`src/rtl/base64_stream_decoder_assert.svh`:
```
// ----------------------------------------------------------------------------
// Base64 stream decoder assertion macros
// Shorthand for clocked assertions with asynchronous reset disable.
// ----------------------------------------------------------------------------
`ifndef BASE64_STREAM_DECODER_ASSERT_SVH
`define BASE64_STREAM_DECODER_ASSERT_SVH

// Condition must hold in the same cycle whenever the trigger is true
`define B64SD_ASSERT_IMP(lbl, ante, cons, msg) \
	lbl: assert property (@(posedge clk) disable iff (!arst_n) (ante) |-> (cons)) \
		else $error(msg);

// Condition must never be true
`define B64SD_ASSERT_NEVER(lbl, expr, msg) \
	lbl: assert property (@(posedge clk) disable iff (!arst_n) !(expr)) \
		else $error(msg);

`endif

```
`src/rtl/b64sd_pkg.sv`:
```
// ----------------------------------------------------------------------------
// Base64 stream decoder package
// Shared types, codes and the character map of the decoder.
// ----------------------------------------------------------------------------
`default_nettype none

package b64sd_pkg;

	localparam int DEF_COUNT_WIDTH = 16;
	localparam int DEF_QUEUE_DEPTH = 4;
	localparam int CAP_W           = 16;
	localparam int OUT_COUNT_W     = 16;

	// Internal sextet codes: 0..63 data, plus pad and bad character
	localparam logic [6:0] SEXTET_PAD   = 7'd64;
	localparam logic [6:0] SEXTET_BAD   = 7'd65;
	localparam logic [6:0] SEXTET_PLUS  = 7'd62;
	localparam logic [6:0] SEXTET_SLASH = 7'd63;

	localparam logic KIND_DATA = 1'b0;
	localparam logic KIND_END  = 1'b1;

	typedef enum logic [1:0] {
		STATUS_OK       = 2'd0,
		STATUS_BAD_CHAR = 2'd1,
		STATUS_BAD_END  = 2'd2,
		STATUS_NO_ROOM  = 2'd3
	} status_t;

	// One queue entry: all results caused by one accepted character
	typedef struct packed {
		logic [1:0]      n_bytes;
		logic [2:0][7:0] bytes;
		logic            has_end;
		status_t         status;
		logic [OUT_COUNT_W-1:0] byte_count;
	} b64sd_entry_t;

	// Map one character to its sextet code
	function automatic logic [6:0] map_char(input logic [7:0] c);
		logic [6:0] s;
		if (c >= 8'h41 && c <= 8'h5A) begin
			s = 7'(c - 8'h41);
		end else if (c >= 8'h61 && c <= 8'h7A) begin
			s = 7'(c - 8'h61 + 8'd26);
		end else if (c >= 8'h30 && c <= 8'h39) begin
			s = 7'(c - 8'h30 + 8'd52);
		end else if (c == 8'h2B) begin
			s = SEXTET_PLUS;
		end else if (c == 8'h2F) begin
			s = SEXTET_SLASH;
		end else if (c == 8'h3D) begin
			s = SEXTET_PAD;
		end else begin
			s = SEXTET_BAD;
		end
		return s;
	endfunction

endpackage

`default_nettype wire

```
`src/rtl/b64sd_front.sv`:
```
// ----------------------------------------------------------------------------
// Base64 stream decoder front end
// Classifies each character, gathers groups, decodes them against the
// capacity limit and builds a queue entry for each character that yields bytes or ends the message.
// ----------------------------------------------------------------------------
`default_nettype none

module b64sd_front import b64sd_pkg::*; #(
	parameter int COUNT_WIDTH = DEF_COUNT_WIDTH
) (
	input  wire logic             clk,
	input  wire logic             arst_n,
	input  wire logic             take,
	input  wire logic [7:0]       character,
	input  wire logic             final_char,
	input  wire logic [CAP_W-1:0] capacity,
	output logic                  push,
	output b64sd_entry_t          entry
);

	localparam int CMP_W = ((COUNT_WIDTH > CAP_W) ? COUNT_WIDTH : CAP_W) + 1;

	logic [6:0]             hold_q [3];
	logic [1:0]             pos_q;
	logic [COUNT_WIDTH-1:0] count_q;
	logic                   halted_q;
	status_t                status_q;

	logic [6:0]             hold_d [3];
	logic [1:0]             pos_d;
	logic [COUNT_WIDTH-1:0] count_d;
	logic                   halted_d;
	status_t                status_d;

	logic [6:0]             sext;
	logic [6:0]             g0, g1, g2, g3;
	logic                   closes;
	logic [1:0]             want;
	logic                   pad_halt;
	logic                   bad_end;
	logic [7:0]             b0, b1, b2;
	logic [COUNT_WIDTH-1:0] base1, base2;
	logic [2:0]             room;
	logic [1:0]             n_ok;
	logic [1:0]             n_emit;
	logic                   short;
	logic [1:0]             n_bytes;

	// Classify and assemble the group with the new sextet in place
	always_comb begin
		sext   = map_char(character);
		g0     = (pos_q == 2'd0) ? sext : hold_q[0];
		g1     = (pos_q == 2'd1) ? sext : hold_q[1];
		g2     = (pos_q == 2'd2) ? sext : hold_q[2];
		g3     = (pos_q == 2'd3) ? sext : SEXTET_PAD;
		closes = (pos_q == 2'd3) || final_char;
	end

	// Decode pad placement and byte values
	always_comb begin
		want     = 2'd3;
		pad_halt = 1'b0;
		bad_end  = 1'b0;
		if (g0 == SEXTET_PAD) begin
			want     = 2'd0;
			pad_halt = 1'b1;
		end else if (g1 == SEXTET_PAD) begin
			want     = 2'd1;
			pad_halt = 1'b1;
		end else if (g2 == SEXTET_PAD) begin
			want     = 2'd1;
			pad_halt = 1'b1;
			bad_end  = (g3 != SEXTET_PAD);
		end else if (g3 == SEXTET_PAD) begin
			want     = 2'd2;
		end
		b0 = (g1 == SEXTET_PAD) ? {g0[5:0], 2'b00} : {g0[5:0], g1[5:4]};
		b1 = {g1[3:0], g2[5:2]};
		b2 = {g2[1:0], g3[5:0]};
	end

	// Check room for each byte against the running count
	always_comb begin
		base1   = count_q + COUNT_WIDTH'(1);
		base2   = count_q + COUNT_WIDTH'(2);
		room[0] = (CMP_W'(count_q) + CMP_W'(1)) <= CMP_W'(capacity);
		room[1] = (CMP_W'(base1) + CMP_W'(1)) <= CMP_W'(capacity);
		room[2] = (CMP_W'(base2) + CMP_W'(1)) <= CMP_W'(capacity);
		if (!room[0]) begin
			n_ok = 2'd0;
		end else if (!room[1]) begin
			n_ok = 2'd1;
		end else if (!room[2]) begin
			n_ok = 2'd2;
		end else begin
			n_ok = 2'd3;
		end
		n_emit = (want < n_ok) ? want : n_ok;
		short  = (n_emit < want);
	end

	// Advance the message state and build the entry
	always_comb begin
		hold_d   = hold_q;
		pos_d    = pos_q;
		count_d  = count_q;
		halted_d = halted_q;
		status_d = status_q;
		n_bytes  = 2'd0;
		if (!halted_q) begin
			if (sext == SEXTET_BAD) begin
				status_d = STATUS_BAD_CHAR;
				halted_d = 1'b1;
			end else if (closes) begin
				n_bytes = n_emit;
				count_d = count_q + COUNT_WIDTH'(n_emit);
				if (short) begin
					status_d = STATUS_NO_ROOM;
					halted_d = 1'b1;
				end else if (pad_halt) begin
					halted_d = 1'b1;
					if (bad_end) begin
						status_d = STATUS_BAD_END;
					end
				end
				hold_d[0] = SEXTET_PAD;
				hold_d[1] = SEXTET_PAD;
				hold_d[2] = SEXTET_PAD;
				pos_d     = 2'd0;
			end else begin
				hold_d[pos_q] = sext;
				pos_d         = pos_q + 2'd1;
			end
		end

		entry.n_bytes    = n_bytes;
		entry.bytes[0]   = b0;
		entry.bytes[1]   = b1;
		entry.bytes[2]   = b2;
		entry.has_end    = final_char;
		entry.status     = status_d;
		entry.byte_count = OUT_COUNT_W'(count_d);
		push             = take && ((n_bytes != 2'd0) || final_char);

		// Drop the per-message state after the end report
		if (final_char) begin
			hold_d[0] = SEXTET_PAD;
			hold_d[1] = SEXTET_PAD;
			hold_d[2] = SEXTET_PAD;
			pos_d     = 2'd0;
			count_d   = '0;
			halted_d  = 1'b0;
			status_d  = STATUS_OK;
		end
	end

	// Hold state between transfers
	always_ff @(posedge clk or negedge arst_n) begin
		if (!arst_n) begin
			hold_q[0] <= SEXTET_PAD;
			hold_q[1] <= SEXTET_PAD;
			hold_q[2] <= SEXTET_PAD;
			pos_q     <= 2'd0;
			count_q   <= '0;
			halted_q  <= 1'b0;
			status_q  <= STATUS_OK;
		end else if (take) begin
			hold_q    <= hold_d;
			pos_q     <= pos_d;
			count_q   <= count_d;
			halted_q  <= halted_d;
			status_q  <= status_d;
		end
	end

endmodule

`default_nettype wire

```
`src/rtl/b64sd_queue.sv`:
```
// ----------------------------------------------------------------------------
// Base64 stream decoder entry queue
// Small FIFO that decouples the front end from the result serializer.
// ----------------------------------------------------------------------------
`default_nettype none

module b64sd_queue import b64sd_pkg::*; #(
	parameter int QUEUE_DEPTH = DEF_QUEUE_DEPTH
) (
	input  wire logic          clk,
	input  wire logic          arst_n,
	input  wire logic          push,
	input  wire b64sd_entry_t  push_entry,
	input  wire logic          pop,
	output b64sd_entry_t       head_entry,
	output logic               full,
	output logic               empty
);

	localparam int PTR_W  = $clog2(QUEUE_DEPTH);
	localparam int FILL_W = $clog2(QUEUE_DEPTH + 1);
	localparam logic [PTR_W-1:0] LAST_PTR = PTR_W'(QUEUE_DEPTH - 1);

	b64sd_entry_t      mem_q [QUEUE_DEPTH];
	logic [PTR_W-1:0]  wr_ptr_q;
	logic [PTR_W-1:0]  rd_ptr_q;
	logic [FILL_W-1:0] fill_q;

	assign full       = (fill_q == FILL_W'(QUEUE_DEPTH));
	assign empty      = (fill_q == '0);
	assign head_entry = mem_q[rd_ptr_q];

	// Store pushed entries
	always_ff @(posedge clk) begin
		if (push) begin
			mem_q[wr_ptr_q] <= push_entry;
		end
	end

	// Advance pointers and fill level
	always_ff @(posedge clk or negedge arst_n) begin
		if (!arst_n) begin
			wr_ptr_q <= '0;
			rd_ptr_q <= '0;
			fill_q   <= '0;
		end else begin
			if (push) begin
				wr_ptr_q <= (wr_ptr_q == LAST_PTR) ? '0 : wr_ptr_q + PTR_W'(1);
			end
			if (pop) begin
				rd_ptr_q <= (rd_ptr_q == LAST_PTR) ? '0 : rd_ptr_q + PTR_W'(1);
			end
			if (push && !pop) begin
				fill_q <= fill_q + FILL_W'(1);
			end else if (pop && !push) begin
				fill_q <= fill_q - FILL_W'(1);
			end
		end
	end

endmodule

`default_nettype wire

```
`src/rtl/b64sd_back.sv`:
```
// ----------------------------------------------------------------------------
// Base64 stream decoder back end
// Walks the head entry and presents its results one transfer at a time.
// ----------------------------------------------------------------------------
`default_nettype none

module b64sd_back import b64sd_pkg::*; (
	input  wire logic                    clk,
	input  wire logic                    arst_n,
	input  wire b64sd_entry_t            head_entry,
	input  wire logic                    empty,
	output logic                         pop,
	output logic                         out_valid,
	input  wire logic                    out_ready,
	output logic                         kind,
	output logic [7:0]                   data_byte,
	output logic [1:0]                   status,
	output logic [OUT_COUNT_W-1:0]       byte_count,
	output logic                         run_last
);

	logic [1:0] idx_q;
	logic [2:0] total;
	logic       is_data;

	// Select the current result of the head entry
	always_comb begin
		total     = {1'b0, head_entry.n_bytes} + {2'b00, head_entry.has_end};
		is_data   = (idx_q < head_entry.n_bytes);
		run_last  = (({1'b0, idx_q} + 3'd1) == total);
		out_valid = !empty;
		pop       = out_valid && out_ready && run_last;
		kind      = is_data ? KIND_DATA : KIND_END;
		data_byte = 8'd0;
		if (is_data) begin
			case (idx_q)
				2'd0:    data_byte = head_entry.bytes[0];
				2'd1:    data_byte = head_entry.bytes[1];
				2'd2:    data_byte = head_entry.bytes[2];
				default: data_byte = 8'd0;
			endcase
		end
		status     = is_data ? 2'(STATUS_OK) : 2'(head_entry.status);
		byte_count = is_data ? '0 : head_entry.byte_count;
	end

	// Step through results; restart on each new entry
	always_ff @(posedge clk or negedge arst_n) begin
		if (!arst_n) begin
			idx_q <= 2'd0;
		end else if (out_valid && out_ready) begin
			idx_q <= run_last ? 2'd0 : idx_q + 2'd1;
		end
	end

endmodule

`default_nettype wire

```
`src/rtl/base64_stream_decoder.sv`:
```
// ----------------------------------------------------------------------------
// Base64 stream decoder: one character accepted per cycle while the queue has room.
// The first result appears in the cycle after its transfer when the queue is empty.
// Throughput: one result per cycle out while out_ready is high; input stalls only when the queue is full.
// Reset: asynchronous, clears message state and queue; capacity returns to 65535.
// ----------------------------------------------------------------------------
`default_nettype none
`include "base64_stream_decoder_assert.svh"

module base64_stream_decoder import b64sd_pkg::*; #(
	parameter int COUNT_WIDTH = DEF_COUNT_WIDTH,
	parameter int QUEUE_DEPTH = DEF_QUEUE_DEPTH
) (
	input  wire logic                   clk,
	input  wire logic                   arst_n,
	input  wire logic                   cfg_wr_en,
	input  wire logic [CAP_W-1:0]       cfg_wr_data,
	input  wire logic                   in_valid,
	output logic                        in_ready,
	input  wire logic [7:0]             character,
	input  wire logic                   final_char,
	output logic                        out_valid,
	input  wire logic                   out_ready,
	output logic                        kind,
	output logic [7:0]                  data_byte,
	output logic [1:0]                  status,
	output logic [OUT_COUNT_W-1:0]      byte_count,
	output logic                        run_last
);

	logic [CAP_W-1:0] capacity_q;
	logic             take;
	logic             q_push;
	logic             q_pop;
	logic             q_full;
	logic             q_empty;
	b64sd_entry_t     push_entry;
	b64sd_entry_t     head_entry;

	// Capacity register
	always_ff @(posedge clk or negedge arst_n) begin
		if (!arst_n) begin
			capacity_q <= {CAP_W{1'b1}};
		end else if (cfg_wr_en) begin
			capacity_q <= cfg_wr_data;
		end
	end

	assign in_ready = !q_full;
	assign take     = in_valid && in_ready;

	b64sd_front #(
		.COUNT_WIDTH (COUNT_WIDTH)
	) u_front (
		.clk        (clk),
		.arst_n     (arst_n),
		.take       (take),
		.character  (character),
		.final_char (final_char),
		.capacity   (capacity_q),
		.push       (q_push),
		.entry      (push_entry)
	);

	b64sd_queue #(
		.QUEUE_DEPTH (QUEUE_DEPTH)
	) u_queue (
		.clk        (clk),
		.arst_n     (arst_n),
		.push       (q_push),
		.push_entry (push_entry),
		.pop        (q_pop),
		.head_entry (head_entry),
		.full       (q_full),
		.empty      (q_empty)
	);

	b64sd_back u_back (
		.clk        (clk),
		.arst_n     (arst_n),
		.head_entry (head_entry),
		.empty      (q_empty),
		.pop        (q_pop),
		.out_valid  (out_valid),
		.out_ready  (out_ready),
		.kind       (kind),
		.data_byte  (data_byte),
		.status     (status),
		.byte_count (byte_count),
		.run_last   (run_last)
	);

	// End report always closes the results of its character
	`B64SD_ASSERT_IMP(a_end_is_last, out_valid && kind == KIND_END, run_last, "end report not last")
	// Data results carry no status or count
	`B64SD_ASSERT_IMP(a_data_clean, out_valid && kind == KIND_DATA, status == 2'(STATUS_OK) && byte_count == '0, "data result has status or count")
	// Front must never push into a full queue
	`B64SD_ASSERT_NEVER(a_no_overflow, q_push && q_full, "queue overflow")

endmodule

`default_nettype wire
```
`config.mk`:
```
export PLATFORM = sky130hd
export DESIGN_NAME = base64_stream_decoder
export DESIGN_NICKNAME = d
export VERILOG_FILES = /design/src/rtl/b64sd_pkg.sv /design/src/rtl/b64sd_front.sv /design/src/rtl/b64sd_queue.sv /design/src/rtl/b64sd_back.sv /design/src/rtl/base64_stream_decoder.sv
export VERILOG_INCLUDE_DIRS = /design/src /design/src/rtl
export SDC_FILE = /design/constraint.sdc
export NUM_CORES = 1
export LEC_CHECK = 0
export ABC_AREA = 1
export CORE_MARGIN = 2
export CORE_UTILIZATION = 65
export CTS_CLUSTER_SIZE = 24
export DETAILED_ROUTE_END_ITERATION = 10
export DONT_BUFFER_PORTS = 1
export PLACE_DENSITY = 0.85
export SYNTH_ARGS = -nofsm -noshare
export SYNTH_HDL_FRONTEND = slang
export SYNTH_SLANG_ARGS = --single-unit
```
`constraint.sdc`:
```
create_clock -name clk -period 8.2 [get_ports clk]
set_input_delay 0.82 -clock clk [delete_from_list [all_inputs] [get_ports clk]]
set_output_delay 0.82 -clock clk [all_outputs]
set_load 0.01 [all_outputs]
```
==> impl_metrics.tcl <==
set metrics [dict create \
    remaining_drc_errors 0 \
    cp_common_cell "nand2_1" \
    core_mm2 0.0212 \
    setup_viol 0 \
    syn-cell-area_mm2 0.0141 \
    cts_resized 0 \
    cts_inserted_buffers 25 \
    syn_inst 1604 \
    start_util_pct 66.5 \
    avgRoutedWirePerCell_um 17.6 \
    power.density_mw_per_mm2 318 \
    synth_area_per_cell_um2 8.78 \
    drtAntennaViolNets 0 \
    area_growth_pct 7.45 \
    cts_root_buffer "clkbuf_16" \
    yosys_warnings 0 \
    grt_pass1_vias 10900 \
    synth_top_family_by_area "simple AND/OR/NAND/NOR gates" \
    worst_slew_margin_rel_pct 29.2 \
    io_buffers 0 \
    path_clk_slew_ns 0.06 \
    hold_class "input pin to asynchronous set/reset pin" \
    synth_top_area_share_pct 38.4 \
    run_status "completed" \
    ctsHoldBuffers 1 \
    yosys-top-cells-count "nand2_1, nor2_1, inv_1" \
    place_hpwl_um 22900 \
    routed_wl_um 33100 \
    design.die.area_mm2 0.0229 \
    peakVddDrop_mv 0.290 \
    startpoint_type "flop" \
    final_nets 1702 \
    yosysSeqAreaShare_pct 50.5 \
    finalMaxSlewViolations 0 \
    async_flop_share_pct 27.1 \
    cts_setup_buffers 0 \
    synthMuxAreaShare_pct 0.0800 \
    cts_tree "yes" \
    die_height_um 151 \
    syn_nets 1717 \
    worstSetupPathType "flop to flop" \
    timing.hold.ws_ns 0.138 \
    dr.pass1.iters 5 \
    fin_skew_ns 0.0227 \
    yosysMostFrequentCell "nand2_1" \
    cpMaxStageDelayCell "nor2_4" \
    synth-simple-area-share_pct 20.6 \
    dpl-instance-area_mm2 0.0143 \
    worst_slew_pin_slew_ns 1.06 \
    setup_tns_ns 0 \
    synth_fa_ha_area_share_pct 7.48 \
    htree_levels 1 \
    stdcell_area_mm2 0.0151 \
    grt_usage_pct 29.8 \
    clock_latency_ns 0.54 \
    cts.sinks 247 \
    fmax_ghz 0.157 \
    rows 53 \
    synth-edff-count 180 \
    crit_arrival_ns 6.61 \
    min_period_ns 6.38 \
    required_ns 8.43 \
    gp_congestion 0.994 \
    ys_types 49 \
    cts_max_path_buffers 3 \
    period_share_pct 77.9 \
    slowest_delay_ns 0.85 \
    synth_top_area_cell "edfxtp_1" \
    n_antenna_cell 0 \
    synth_compound_area_share_pct 10.6 \
    leakage_nw 6.68 \
    grt_max_degree 93 \
    synth-xor-area-share_pct 3.86 \
    total_power_w 0.00482 \
    rr_worst_depth 30 \
    synth_ff_type "edfxtp_1" \
    grt_pass1_wl_um 53600 \
    drt-initial-drc-count 1070 \
    antenna_found_initial 0 \
    cap_violations 0 \
    cp-end-kind "flop" \
    rsz0062_at_grt "no" \
    vias 11200 \
    io_pins 60 \
    overflow 0 \
    synth-seq-cells 247 \
    via_per_inst 5.95 \
    drive_above_1_share_pct 7.16 \
    die_w_um 151 \
    final-hold-violation-count 0 \
    critPathMaxFanout 32 \
    synth_area_leaders "edfxtp_1, dfrtp_1, nand2_1" \
]
-- final cells by class --
class	count	area [µm²]
Fill cell	1518	6030
Clock inverter	13	135
Inverter	199	747
Clock buffer	32	652
Multi-Input combinational cell	1105	6040
Tap cell	275	344
Sequential cell	247	7110
Timing Repair Buffer	11	103
-- layer usage --
metal | global-route usage [%] | part of all wire, % | vias up
li1 | - | - | 5305
met1 | 41.3 | 42 | 5213
met2 | 48.2 | 47 | 574
met3 | 4.43 | 8.5 | 99
met4 | 11.3 | 3.0 | 0
met5 | 0 | 0 | -
-- final timing paths --
path	startpoint	endpoint	slack (ns)
min reg2reg	u_front.hold_q[19]	u_front.hold_q[19]	0.49
max reg2reg	u_front.count_q[0]	u_queue.mem_q[0][43]	1.82
max in group asynchronous	arst_n	u_queue.rd_ptr_q[0]	7.80
min	arst_n	u_front.hold_q[13]	0.14
min in group clk	cfg_wr_en	capacity_q[3]	0.37
max	u_front.count_q[0]	u_queue.mem_q[0][43]	1.82
-- report_power, final --
| part | switching (W) | total (W) | internal, W |
|---|---|---|---|
| logic | 0.00141 | 0.00197 | 0.000565 |
| registers | 0.0000975 | 0.00175 | 0.00165 |
| clock network | 0.000468 | 0.00110 | 0.000630 |
| total | 0.00197 | 0.00482 | 0.00284 |
-- critical path: cells and delay by family, from the launching register on --
family | cells | cell delay (ns)
buf+inv | 5 | 0.76
simple gates | 21 | 3.53
xor+xnor | 1 | 0.15
fa+ha+maj | 3 | 0.96
flops | 1 | 0.65
-- per-stage QoR --
stage | setup slack, ns | util (%) | cells
floorplan | 1.82 | - | 1604
global route | 1.25 | 71.5 | 1882
CTS | 1.82 | 71.5 | 1882
detailed placement | 1.84 | 67.7 | 1836
finish | 1.82 | 71.5 | 1882
global placement | 2.07 | 67.7 | 1836
-- state kept, by name, summed over array words and instances (netlist names) --
name	cells
u_front.halted_q	1
u_queue.rd_ptr_q	2
u_queue.mem_q	180
u_front.hold_q	21
u_queue.fill_q	3
u_queue.wr_ptr_q	2
u_front.count_q	16
u_front.pos_q	2
u_front.status_q	2
u_back.idx_q	2
capacity_q	16
-- cells by family (layout without fill, tap and decap cells) --
| kind of cell | Yosys count | count (layout) |
|---|---|---|
| compound gates | 273 | 273 |
| xor+xnor | 62 | 62 |
| fa+ha+maj | 83 | 83 |
| buf+inv | 252 | 255 |
| flops | 247 | 247 |
| mux | 1 | 1 |
| simple gates | 686 | 686 |
-- cells in the final DEF, fill, tap and decap left out, types with 6 or more instances in the layout --
master and count:
inv_2 9, clkbuf_16 25, nor2_2 7, nor2_1 250, a21oi_1 63, nand3_1 69
nand2_1 295, nor3_1 7, a221oi_1 8, o22ai_1 32, xnor2_1 9, ha_1 81
nand4_1 22, edfxtp_1 180, clkbuf_1 7, buf_4 10, dfrtp_1 47, xor2_1 53
dfstp_2 19, o21ai_0 147, inv_1 190, nor2_4 6
(Power assumes the default switching activity.)
